## config.mk

```make
export PLATFORM = sky130hd
export DESIGN_NAME = i2c_write_frame_serializer
export DESIGN_NICKNAME = d
export VERILOG_FILES = /design/src/design/i2cws_pkg.sv /design/src/design/i2cws_symbol_gen.sv /design/src/design/i2c_write_frame_serializer.sv
export SDC_FILE = /design/constraint.sdc
export NUM_CORES = 1
export LEC_CHECK = 0
export BUFFER_PORTS_ARGS = -buffer_cell sky130_fd_sc_hd__buf_2
export CORE_ASPECT_RATIO = 0.9
export CORE_UTILIZATION = 45
export DETAILED_ROUTE_END_ITERATION = 16
export GPL_TIMING_DRIVEN = 0
export PLACE_DENSITY_LB_ADDON = 0.3
export SLEW_MARGIN = 5
export SYNTH_ARGS = -nofsm -noshare
export SYNTH_HDL_FRONTEND = slang
export SYNTH_SLANG_ARGS = --single-unit
```

## constraint.sdc

```tcl
create_clock -name aclk -period 2.03 [get_ports aclk]
set_input_delay 0.3045 -clock aclk [delete_from_list [all_inputs] [get_ports aclk]]
set_output_delay 0.3045 -clock aclk [all_outputs]
set_load 0.02 [all_outputs]
```

## src/design/i2cws_pkg.sv

```systemverilog
// Shared types and constants for the I2C write-frame serializer.
`default_nettype none

package i2cws_pkg;

    localparam int unsigned BYTE_W   = 8;
    localparam int unsigned PADDR_W  = 3;
    localparam int unsigned PDATA_W  = 32;

    localparam logic [BYTE_W-1:0] ADDR_RESET = 8'h78;
    localparam logic [BYTE_W-1:0] CTRL_DATA  = 8'h40;
    localparam logic [BYTE_W-1:0] CTRL_CMD   = 8'h00;

    // Three bytes per frame, nine symbols per byte (eight bits and an ack).
    localparam logic [1:0] LAST_BYTE = 2'd2;
    localparam logic [3:0] ACK_POS   = 4'd8;

    localparam logic REG_DEVICE_ADDRESS = 1'b0;

    typedef enum logic [1:0] {
        SYM_START = 2'd0,
        SYM_BIT   = 2'd1,
        SYM_ACK   = 2'd2,
        SYM_STOP  = 2'd3
    } sym_kind_t;

    typedef enum logic [1:0] {
        ST_START,
        ST_BYTES,
        ST_STOP
    } frame_state_t;

    typedef struct packed {
        sym_kind_t kind;
        logic      level;
        logic      last;
    } symbol_t;

    typedef struct packed {
        frame_state_t state;
        logic [1:0]   byte_idx;
        logic [3:0]   bit_idx;
    } frame_pos_t;

endpackage

`default_nettype wire

```

## src/design/i2cws_symbol_gen.sv

```systemverilog
// Combinational decode of the current frame position into one bus symbol.
`default_nettype none

module i2cws_symbol_gen (
    input  wire i2cws_pkg::frame_pos_t  pos,
    input  wire [i2cws_pkg::BYTE_W-1:0] device_address,
    input  wire [i2cws_pkg::BYTE_W-1:0] payload,
    input  wire                         is_data,
    output i2cws_pkg::symbol_t          sym
);

    logic [i2cws_pkg::BYTE_W-1:0] cur_byte;
    logic [2:0]                   bit_sel;

    always_comb begin
        unique case (pos.byte_idx)
            2'd0:    cur_byte = device_address;
            2'd1:    cur_byte = is_data ? i2cws_pkg::CTRL_DATA : i2cws_pkg::CTRL_CMD;
            default: cur_byte = payload;
        endcase
    end

    // MSB first; the ack clock repeats bit 0, the last one driven.
    assign bit_sel = (pos.bit_idx == i2cws_pkg::ACK_POS) ? 3'd0 : 3'd7 - pos.bit_idx[2:0];

    always_comb begin
        unique case (pos.state)
            i2cws_pkg::ST_START: begin
                sym.kind  = i2cws_pkg::SYM_START;
                sym.level = 1'b1;
                sym.last  = 1'b0;
            end
            i2cws_pkg::ST_STOP: begin
                sym.kind  = i2cws_pkg::SYM_STOP;
                sym.level = 1'b0;
                sym.last  = 1'b1;
            end
            default: begin
                sym.kind  = (pos.bit_idx == i2cws_pkg::ACK_POS) ? i2cws_pkg::SYM_ACK
                                                                 : i2cws_pkg::SYM_BIT;
                sym.level = cur_byte[bit_sel];
                sym.last  = 1'b0;
            end
        endcase
    end

endmodule

`default_nettype wire

```

## src/design/i2c_write_frame_serializer.sv

```systemverilog
// Top level: APB register, item register, frame sequencer and output register.
// The start symbol passes the item register and then the output register.
// Throughput: 29 output beats per item (start, 3 x (8 bits + ack), stop); the
//   frame sequencer steps one symbol per cycle when the output side takes beats.
// The next item is accepted in the cycle its predecessor's stop symbol is issued.
// Reset (aresetn, synchronous, active low) empties both registers, rewinds the
//   sequencer to the start symbol and sets device_address to 0x78.
`default_nettype none

module i2c_write_frame_serializer (
    input  wire                           aclk,
    input  wire                           aresetn,
    // configuration port
    input  wire                           psel,
    input  wire                           penable,
    input  wire                           pwrite,
    input  wire [i2cws_pkg::PADDR_W-1:0]  paddr,
    input  wire [i2cws_pkg::PDATA_W-1:0]  pwdata,
    output logic [i2cws_pkg::PDATA_W-1:0] prdata,
    output logic                          pready,
    // input channel
    input  wire                           s_valid,
    output logic                          s_ready,
    input  wire [i2cws_pkg::BYTE_W-1:0]   s_payload,
    input  wire                           s_is_data,
    // result channel
    output logic                          m_valid,
    input  wire                           m_ready,
    output logic [1:0]                    m_symbol_kind,
    output logic                          m_line_level,
    output logic                          m_last
);

    // ---------------------------------------------------------------------
    // Configuration register
    // ---------------------------------------------------------------------
    logic [i2cws_pkg::BYTE_W-1:0] dev_addr_reg;
    logic                         cfg_hit;

    assign pready  = 1'b1;
    assign cfg_hit = (paddr[2] == i2cws_pkg::REG_DEVICE_ADDRESS);

    always_ff @(posedge aclk) begin
        if (!aresetn) begin
            dev_addr_reg <= i2cws_pkg::ADDR_RESET;
        end else if (psel && penable && pwrite && pready && cfg_hit) begin
            dev_addr_reg <= pwdata[i2cws_pkg::BYTE_W-1:0];
        end
    end

    // Low address bits are don't-care; anything past the register reads zero.
    assign prdata = cfg_hit ? {{(i2cws_pkg::PDATA_W-i2cws_pkg::BYTE_W){1'b0}}, dev_addr_reg}
                            : '0;

    // ---------------------------------------------------------------------
    // Item register and frame sequencer
    // ---------------------------------------------------------------------
    logic                         item_valid_reg, item_valid_next;
    logic [i2cws_pkg::BYTE_W-1:0] payload_reg;
    logic                         is_data_reg;
    i2cws_pkg::frame_pos_t        pos_reg, pos_next;
    i2cws_pkg::symbol_t           sym;
    logic                         advance;
    logic                         frame_done;
    logic                         s_accept;

    // Issue a symbol whenever an item is held and the output register frees up.
    assign advance    = item_valid_reg && (!m_valid || m_ready);
    assign frame_done = advance && (pos_reg.state == i2cws_pkg::ST_STOP);
    assign s_ready    = !item_valid_reg || frame_done;
    assign s_accept   = s_valid && s_ready;

    always_comb begin
        pos_next        = pos_reg;
        item_valid_next = item_valid_reg;
        if (advance) begin
            unique case (pos_reg.state)
                i2cws_pkg::ST_START: begin
                    pos_next.state    = i2cws_pkg::ST_BYTES;
                    pos_next.byte_idx = 2'd0;
                    pos_next.bit_idx  = 4'd0;
                end
                i2cws_pkg::ST_BYTES: begin
                    if (pos_reg.bit_idx == i2cws_pkg::ACK_POS) begin
                        pos_next.bit_idx = 4'd0;
                        if (pos_reg.byte_idx == i2cws_pkg::LAST_BYTE) begin
                            pos_next.state = i2cws_pkg::ST_STOP;
                        end else begin
                            pos_next.byte_idx = pos_reg.byte_idx + 2'd1;
                        end
                    end else begin
                        pos_next.bit_idx = pos_reg.bit_idx + 4'd1;
                    end
                end
                default: begin
                    // Stop issued: rewind for the next frame.
                    pos_next.state    = i2cws_pkg::ST_START;
                    pos_next.byte_idx = 2'd0;
                    pos_next.bit_idx  = 4'd0;
                    item_valid_next   = 1'b0;
                end
            endcase
        end
        if (s_accept) begin
            item_valid_next = 1'b1;
        end
    end

    always_ff @(posedge aclk) begin
        if (!aresetn) begin
            item_valid_reg   <= 1'b0;
            pos_reg.state    <= i2cws_pkg::ST_START;
            pos_reg.byte_idx <= 2'd0;
            pos_reg.bit_idx  <= 4'd0;
        end else begin
            item_valid_reg <= item_valid_next;
            pos_reg        <= pos_next;
        end
    end

    // Payload holds while the frame is in flight.
    always_ff @(posedge aclk) begin
        if (s_accept) begin
            payload_reg <= s_payload;
            is_data_reg <= s_is_data;
        end
    end

    i2cws_symbol_gen u_symbol_gen (
        .pos            (pos_reg),
        .device_address (dev_addr_reg),
        .payload        (payload_reg),
        .is_data        (is_data_reg),
        .sym            (sym)
    );

    // ---------------------------------------------------------------------
    // Output register: one symbol per beat
    // ---------------------------------------------------------------------
    logic               m_valid_reg;
    i2cws_pkg::symbol_t out_reg;

    always_ff @(posedge aclk) begin
        if (!aresetn) begin
            m_valid_reg <= 1'b0;
        end else if (advance) begin
            m_valid_reg <= 1'b1;
        end else if (m_ready) begin
            m_valid_reg <= 1'b0;
        end
    end

    always_ff @(posedge aclk) begin
        if (advance) begin
            out_reg <= sym;
        end
    end

    assign m_valid       = m_valid_reg;
    assign m_symbol_kind = out_reg.kind;
    assign m_line_level  = out_reg.level;
    assign m_last        = out_reg.last;

    // ---------------------------------------------------------------------
    // Assertions
    // ---------------------------------------------------------------------
    // No new item may land while a frame is still short of its stop symbol.
    assert property (@(posedge aclk) disable iff (!aresetn)
        (item_valid_reg && pos_reg.state != i2cws_pkg::ST_STOP) |-> !s_ready)
        else $error("input accepted mid-frame");

    // The frame end marker rides only on the stop symbol.
    assert property (@(posedge aclk) disable iff (!aresetn)
        (m_valid && m_last) |-> (m_symbol_kind == i2cws_pkg::SYM_STOP))
        else $error("last flag on a non-stop symbol");

    // A start symbol always follows an issued stop when the next frame begins.
    assert property (@(posedge aclk) disable iff (!aresetn)
        frame_done |=> (pos_reg.state == i2cws_pkg::ST_START))
        else $error("sequencer did not rewind after stop");

    // Sequencer counters stay within a byte's nine symbols and three bytes.
    assert property (@(posedge aclk) disable iff (!aresetn)
        (pos_reg.bit_idx <= i2cws_pkg::ACK_POS) && (pos_reg.byte_idx <= i2cws_pkg::LAST_BYTE))
        else $error("frame position out of range");

endmodule

`default_nettype wire
```

# Yosys cells after proc, flatten, opt, wreduce, memory -nomap -nowiden
# Cells that the tools add are included.
[word_totals] ff_bits=31 latchBits=0 ramBits=0 rom_bits=0 in_bits=51 word_cells=61 memories=0
[op_classes] addsub=3 mul=0 div_mod_pow=0 magnitude_cmp=1 eq_ne=9 shifts=0 mux=18 bitwise=1 reduce_logical=18
[ops] operator="one-hot mux 8 bit (2 select lines)" n=2
[ops] operator="2-to-1 mux 4 bit" n=2
[ops] operator="2-to-1 mux 8 bit" n=1
[ops] operator="one-hot mux 4 bit (2 select lines)" n=1
[ops] operator="2-to-1 mux 7 bit" n=1
[ops] operator="logical AND 1 bit" n=6
[ops] operator="2-to-1 mux 1 bit" n=6
[ops] operator="2-to-1 mux 2 bit" n=3
[ops] operator="inequality test 2 bit, second input constant" n=3
[ops] operator="AND reduction 3 bit" n=2
[ops] operator="adder 4 x 1 -> 4 bit, second input constant" n=1
[ops] operator="== test 2 x 1 -> 1 bit, second input constant" n=2
[ops] operator="== test 2 bit, second input constant" n=2
[ops] operator="== test 4 bit, second input constant" n=1
[ops] operator="logical NOT 2 bit" n=2
[ops] operator="< comparator 3 x 4 -> 1 bit, second input constant" n=1
[ops] operator="nonzero test 2 bit" n=2
[ops] operator="binary-select mux 1 bit (select 3 bit)" n=1
[ops] operator="2-to-1 mux 3 bit" n=1
[ops] operator="subtractor 3 bit, first input constant" n=1
[ops] operator="adder 2 x 1 -> 2 bit, second input constant" n=1
[ops] operator="logical NOT 1 bit" n=2
[ops] operator="logical OR 1 bit" n=2
[ops] operator="inequality test 2 x 1 -> 1 bit, second input constant" n=1
[ops] operator="3 further kinds" n=3

# Longest topological paths before layout
[logic_depth] word_depth=8 mapped_depth=8 ltp_nobuf=6

# Hierarchy
# Synthesis repeated with hierarchy kept, for this count alone.
[hier_totals] cells_unflattened=185 area_unflattened_um2=1677.9
[modules_own_cells] mod="i2c_write_frame_serializer" instances=1 cells_each=147 area_per_inst_um2=1422.6 seq_area_each_um2=750.7
[modules_own_cells] mod="i2cws_symbol_gen" instances=1 cells_each=38 area_per_inst_um2=255.2 seq_area_each_um2=0.0

# Worst setup path after synthesis
# Ideal clock, no wire load.
[synth_path] kind="register to register" from="register pos_reg[0] in the netlist's numbering" to="register out_reg, in the netlist m_line_level, data pin" setup_time_ns=0.167 arrival_ns=1.690 required_ns=1.863 path_slack_ns=0.173 path_stages_with_launch=9 n_path_buf=2 synth_period_minus_slack_ns=1.857 cell_sequence="dfxtp_1 > clkbuf_2 > inv_1 > ha_1 > and3b_1 > buf_6 > nor4b_2 > a2111oi_2 > a221oi_2"
[synth_lines] element="start: declaration" line="i2c_write_frame_serializer.sv:61" source="i2cws_pkg::frame_pos_t pos_reg, pos_next;"
[synth_lines] element="start signal: assignment" line="i2c_write_frame_serializer.sv:117" source="pos_reg <= pos_next;"
[synth_lines] element="end signal: assignment" line="i2c_write_frame_serializer.sv:155" source="out_reg <= sym;"
[synth_lines] element="end: declaration" line="i2c_write_frame_serializer.sv:141" source="i2cws_pkg::symbol_t out_reg;"

==> impl_metrics.ini <==
[yosys]
synthArstFlopShare_pct = 0
synth_cell_types = 49
synthFlopType = dfxtp_1
syn_area_mm2 = 0.00176
syn_inst = 186
synth-xor-area-share_pct = 0
muxShareOfSynthArea_pct = 0
synth_top_family_by_area = simple AND/OR/NAND/NOR gates
ys_seq_area_share_pct = 42.6
synth_compound_area_share_pct = 16.0
ys_warn_count = 0
synth-edff-count = 13
synth_fa_ha_area_share_pct = 3.55
synth.avg_cell_area_um2 = 9.48
yosys.area_share.simple_pct = 23.1
synth_seq_cells = 31

[clock_tree]
clkTransAtPathRegs_ps = 60
clock_sinks = 31
numCtsBuffers = 5
clockBufferDepth = 2
tritoncts = done
insertion_delay_ps = 280
htree_levels = 2
clockRootBuffer = clkbuf_8

[routing]
drt-initial-drc-count = 75
routed_wl_um = 3390
via_per_inst = 4.71
drc = 0
vias = 1445
ant_nets = 0
wl_per_cell_um = 11.0
first_pass_iters = 4

[floorplanning]
start_util_pct = 47.3
dieHeight_um = 61.4
io_pins = 90
dieArea_mm2 = 0.00417
dieWidth_um = 68.0
rows = 21
core_mm2 = 0.00373

[timing]
fin_skew_ps = 3.56
slew_viol_final = 0
fin_ws_ps = 45.7
worstMarginPinSlew_ps = 520
setup_viol = 0
fmax_mhz = 504
min_period_ps = 1980
hold_viol_final = 0
max_slew_margin_pct = 64.9
period_share_pct = 97.7

[global_route]
grt_first_pass_wirelength_um = 5130
grt_overflow = 0
grt_antenna_before_repair = 0
grt_usage_pct = 17.1
grt_pass1_vias = 1158
grt_max_degree = 11

[power_and_ir_drop]
power_density_mw_per_mm2 = 660
internal-power_mw = 1.17
ir_drop_v = 0.000443
p_leak_nw = 1.04
power.total_mw = 1.53
power.switching_mw = 0.362
p_comb_share_pct = 15.1
switching_share_pct = 23.6
clock_power_share_pct = 40.1
p_seq_share_pct = 44.9

[setup_path]
slowest_delay_ps = 340
crit_path_cell_trace = buf_6, clkinvlp_4, ha_2, and3b_1, buf_6, nor4b_4, a2111oi_4, a221oi_2
start_kind = register
critPathKind = register to register
cp_data_required_time_ps = 2130
cp.arrival_ps = 2080
path_common_cell = buf_6
rrSetupSlack_ps = 50
crit_path_end_kind = register
critical_path.max_fanout = 9
critical_path.slowest_cell = dfxtp_2

[final_layout]
regArea_um2 = 754
n_antenna_cell = 0
multiInputGateArea_um2 = 895
final_core_utilization_pct = 62.3
fin_nets = 316
areaGrowthSynthToFinish_pct = 31.8
drive_above_1_share_pct = 37.5
fill_cells = 336

[job]
drv_cap = 0

[place]
dp_hpwl_um = 2430
io_buffers = 38
place_congestion = 0.784
place_ws_ps = -32.6

[min_path]
hold_path.class = input pin to register

[run_status]
status = finished clean
==> metal layers <==
metal / vias up / track usage, % / part of all wire, %
met1: 650 / 22.6 / 45
met5: - / 0 / 0
met2: 42 / 26.2 / 48
li1: 746 / - / -
met3: 7 / 5.00 / 5.4
met4: 0 / 7.14 / 1.7
==> Yosys cell counts, types with 3 or more instances <==
library cell	n	share of area (%)
nand3_1	8	2.3
nor2b_1	11	3.9
nand2_1	33	7.0
a21boi_1	11	4.7
buf_4	25	11
nand2b_1	3	1.1
o21ai_1	3	0.85
ha_1	5	3.5
edfxtp_1	13	22
inv_1	7	1.5
dfxtp_1	18	20
==> power by group through the flow <==
stage | clock network, mW | logic (mW) | registers [mW]
finish | 0.615 | 0.231 | 0.689
CTS | 0.626 | 0.218 | 0.688
detailed placement | 0 | 0.217 | 0.701
global route | 0.657 | 0.256 | 0.690
global placement | 0 | 0.216 | 0.701
floorplan | 0 | 0.156 | 0.707
==> per-stage QoR <==
| stage | area [um2] | instances | TNS [ps] | hold slack, ps |
|---|---|---|---|---|
| 3_3_place_gp | 2100 | 293 | -25.9 | 461 |
| 6_report | 2320 | 307 | 0 | 193 |
| 2_1_floorplan | 1850 | 209 | 0 | 403 |
| 3_5_place_dp | 2100 | 293 | -32.6 | 469 |
| 4_1_cts | 2220 | 301 | 0 | 186 |
| 5_1_grt | 2320 | 307 | -52.2 | 180 |
==> cells in the final DEF (no fill, tap or decap), types with 6 or more instances in the layout <==
cell type,netlist,routed
nor2b_1,11,11
a21boi_1,11,11
nand2_1,33,33
edfxtp_1,13,13
clkbuf_8,0,6
buf_4,25,31
inv_1,7,6
buf_2,1,39
nand3_1,8,8
conb_1,2,25
dfxtp_1,18,15
==> worst max-delay path: cells and delay by family, from the launching register on <==
family	cells	cell delay (ps)
compound gates	2	370
fa+ha+maj	1	220
buf+inv	3	370
flops	1	340
simple gates	2	500
==> kinds of logic after synthesis <==
logic type,Yosys count
AO/OA/AOI/OAI,35
flip-flops,31
buffers and inverters,38
adder cells (fa/ha/maj),5
AND/OR/NAND/NOR,75
other,2
==> repair_timing <==
| item | CTS | global route |
|---|---|---|
| hold buffers | 0 | 0 |
| resized for setup | 1 | 15 |
| pin swaps | 0 | 3 |
| buffers inserted | 0 | 6 |
| endpoints found under the setup margin | 1 | 1 |
==> path summary, 6_finish.rpt <==
path	start	to	cells after the start
setup / recovery	pos_reg[0]	m_line_level	8
setup reg to reg	pos_reg[0]	m_line_level	8
hold reg to reg	pos_reg[4]	pos_reg[4]	2
hold / removal	s_payload[6]	payload_reg[6]	1
==> cell type report <==
class	instances	area share, %
multi-input combinational	140	38.5
sequential	31	32.5
timing repair buffer	44	10.1
buffer	31	10.1
clock buffer	6	3.55
tap	46	2.48
clock inverter	2	1.51
inverter	7	1.29
Note: power is estimated with default switching activity, not from simulation.
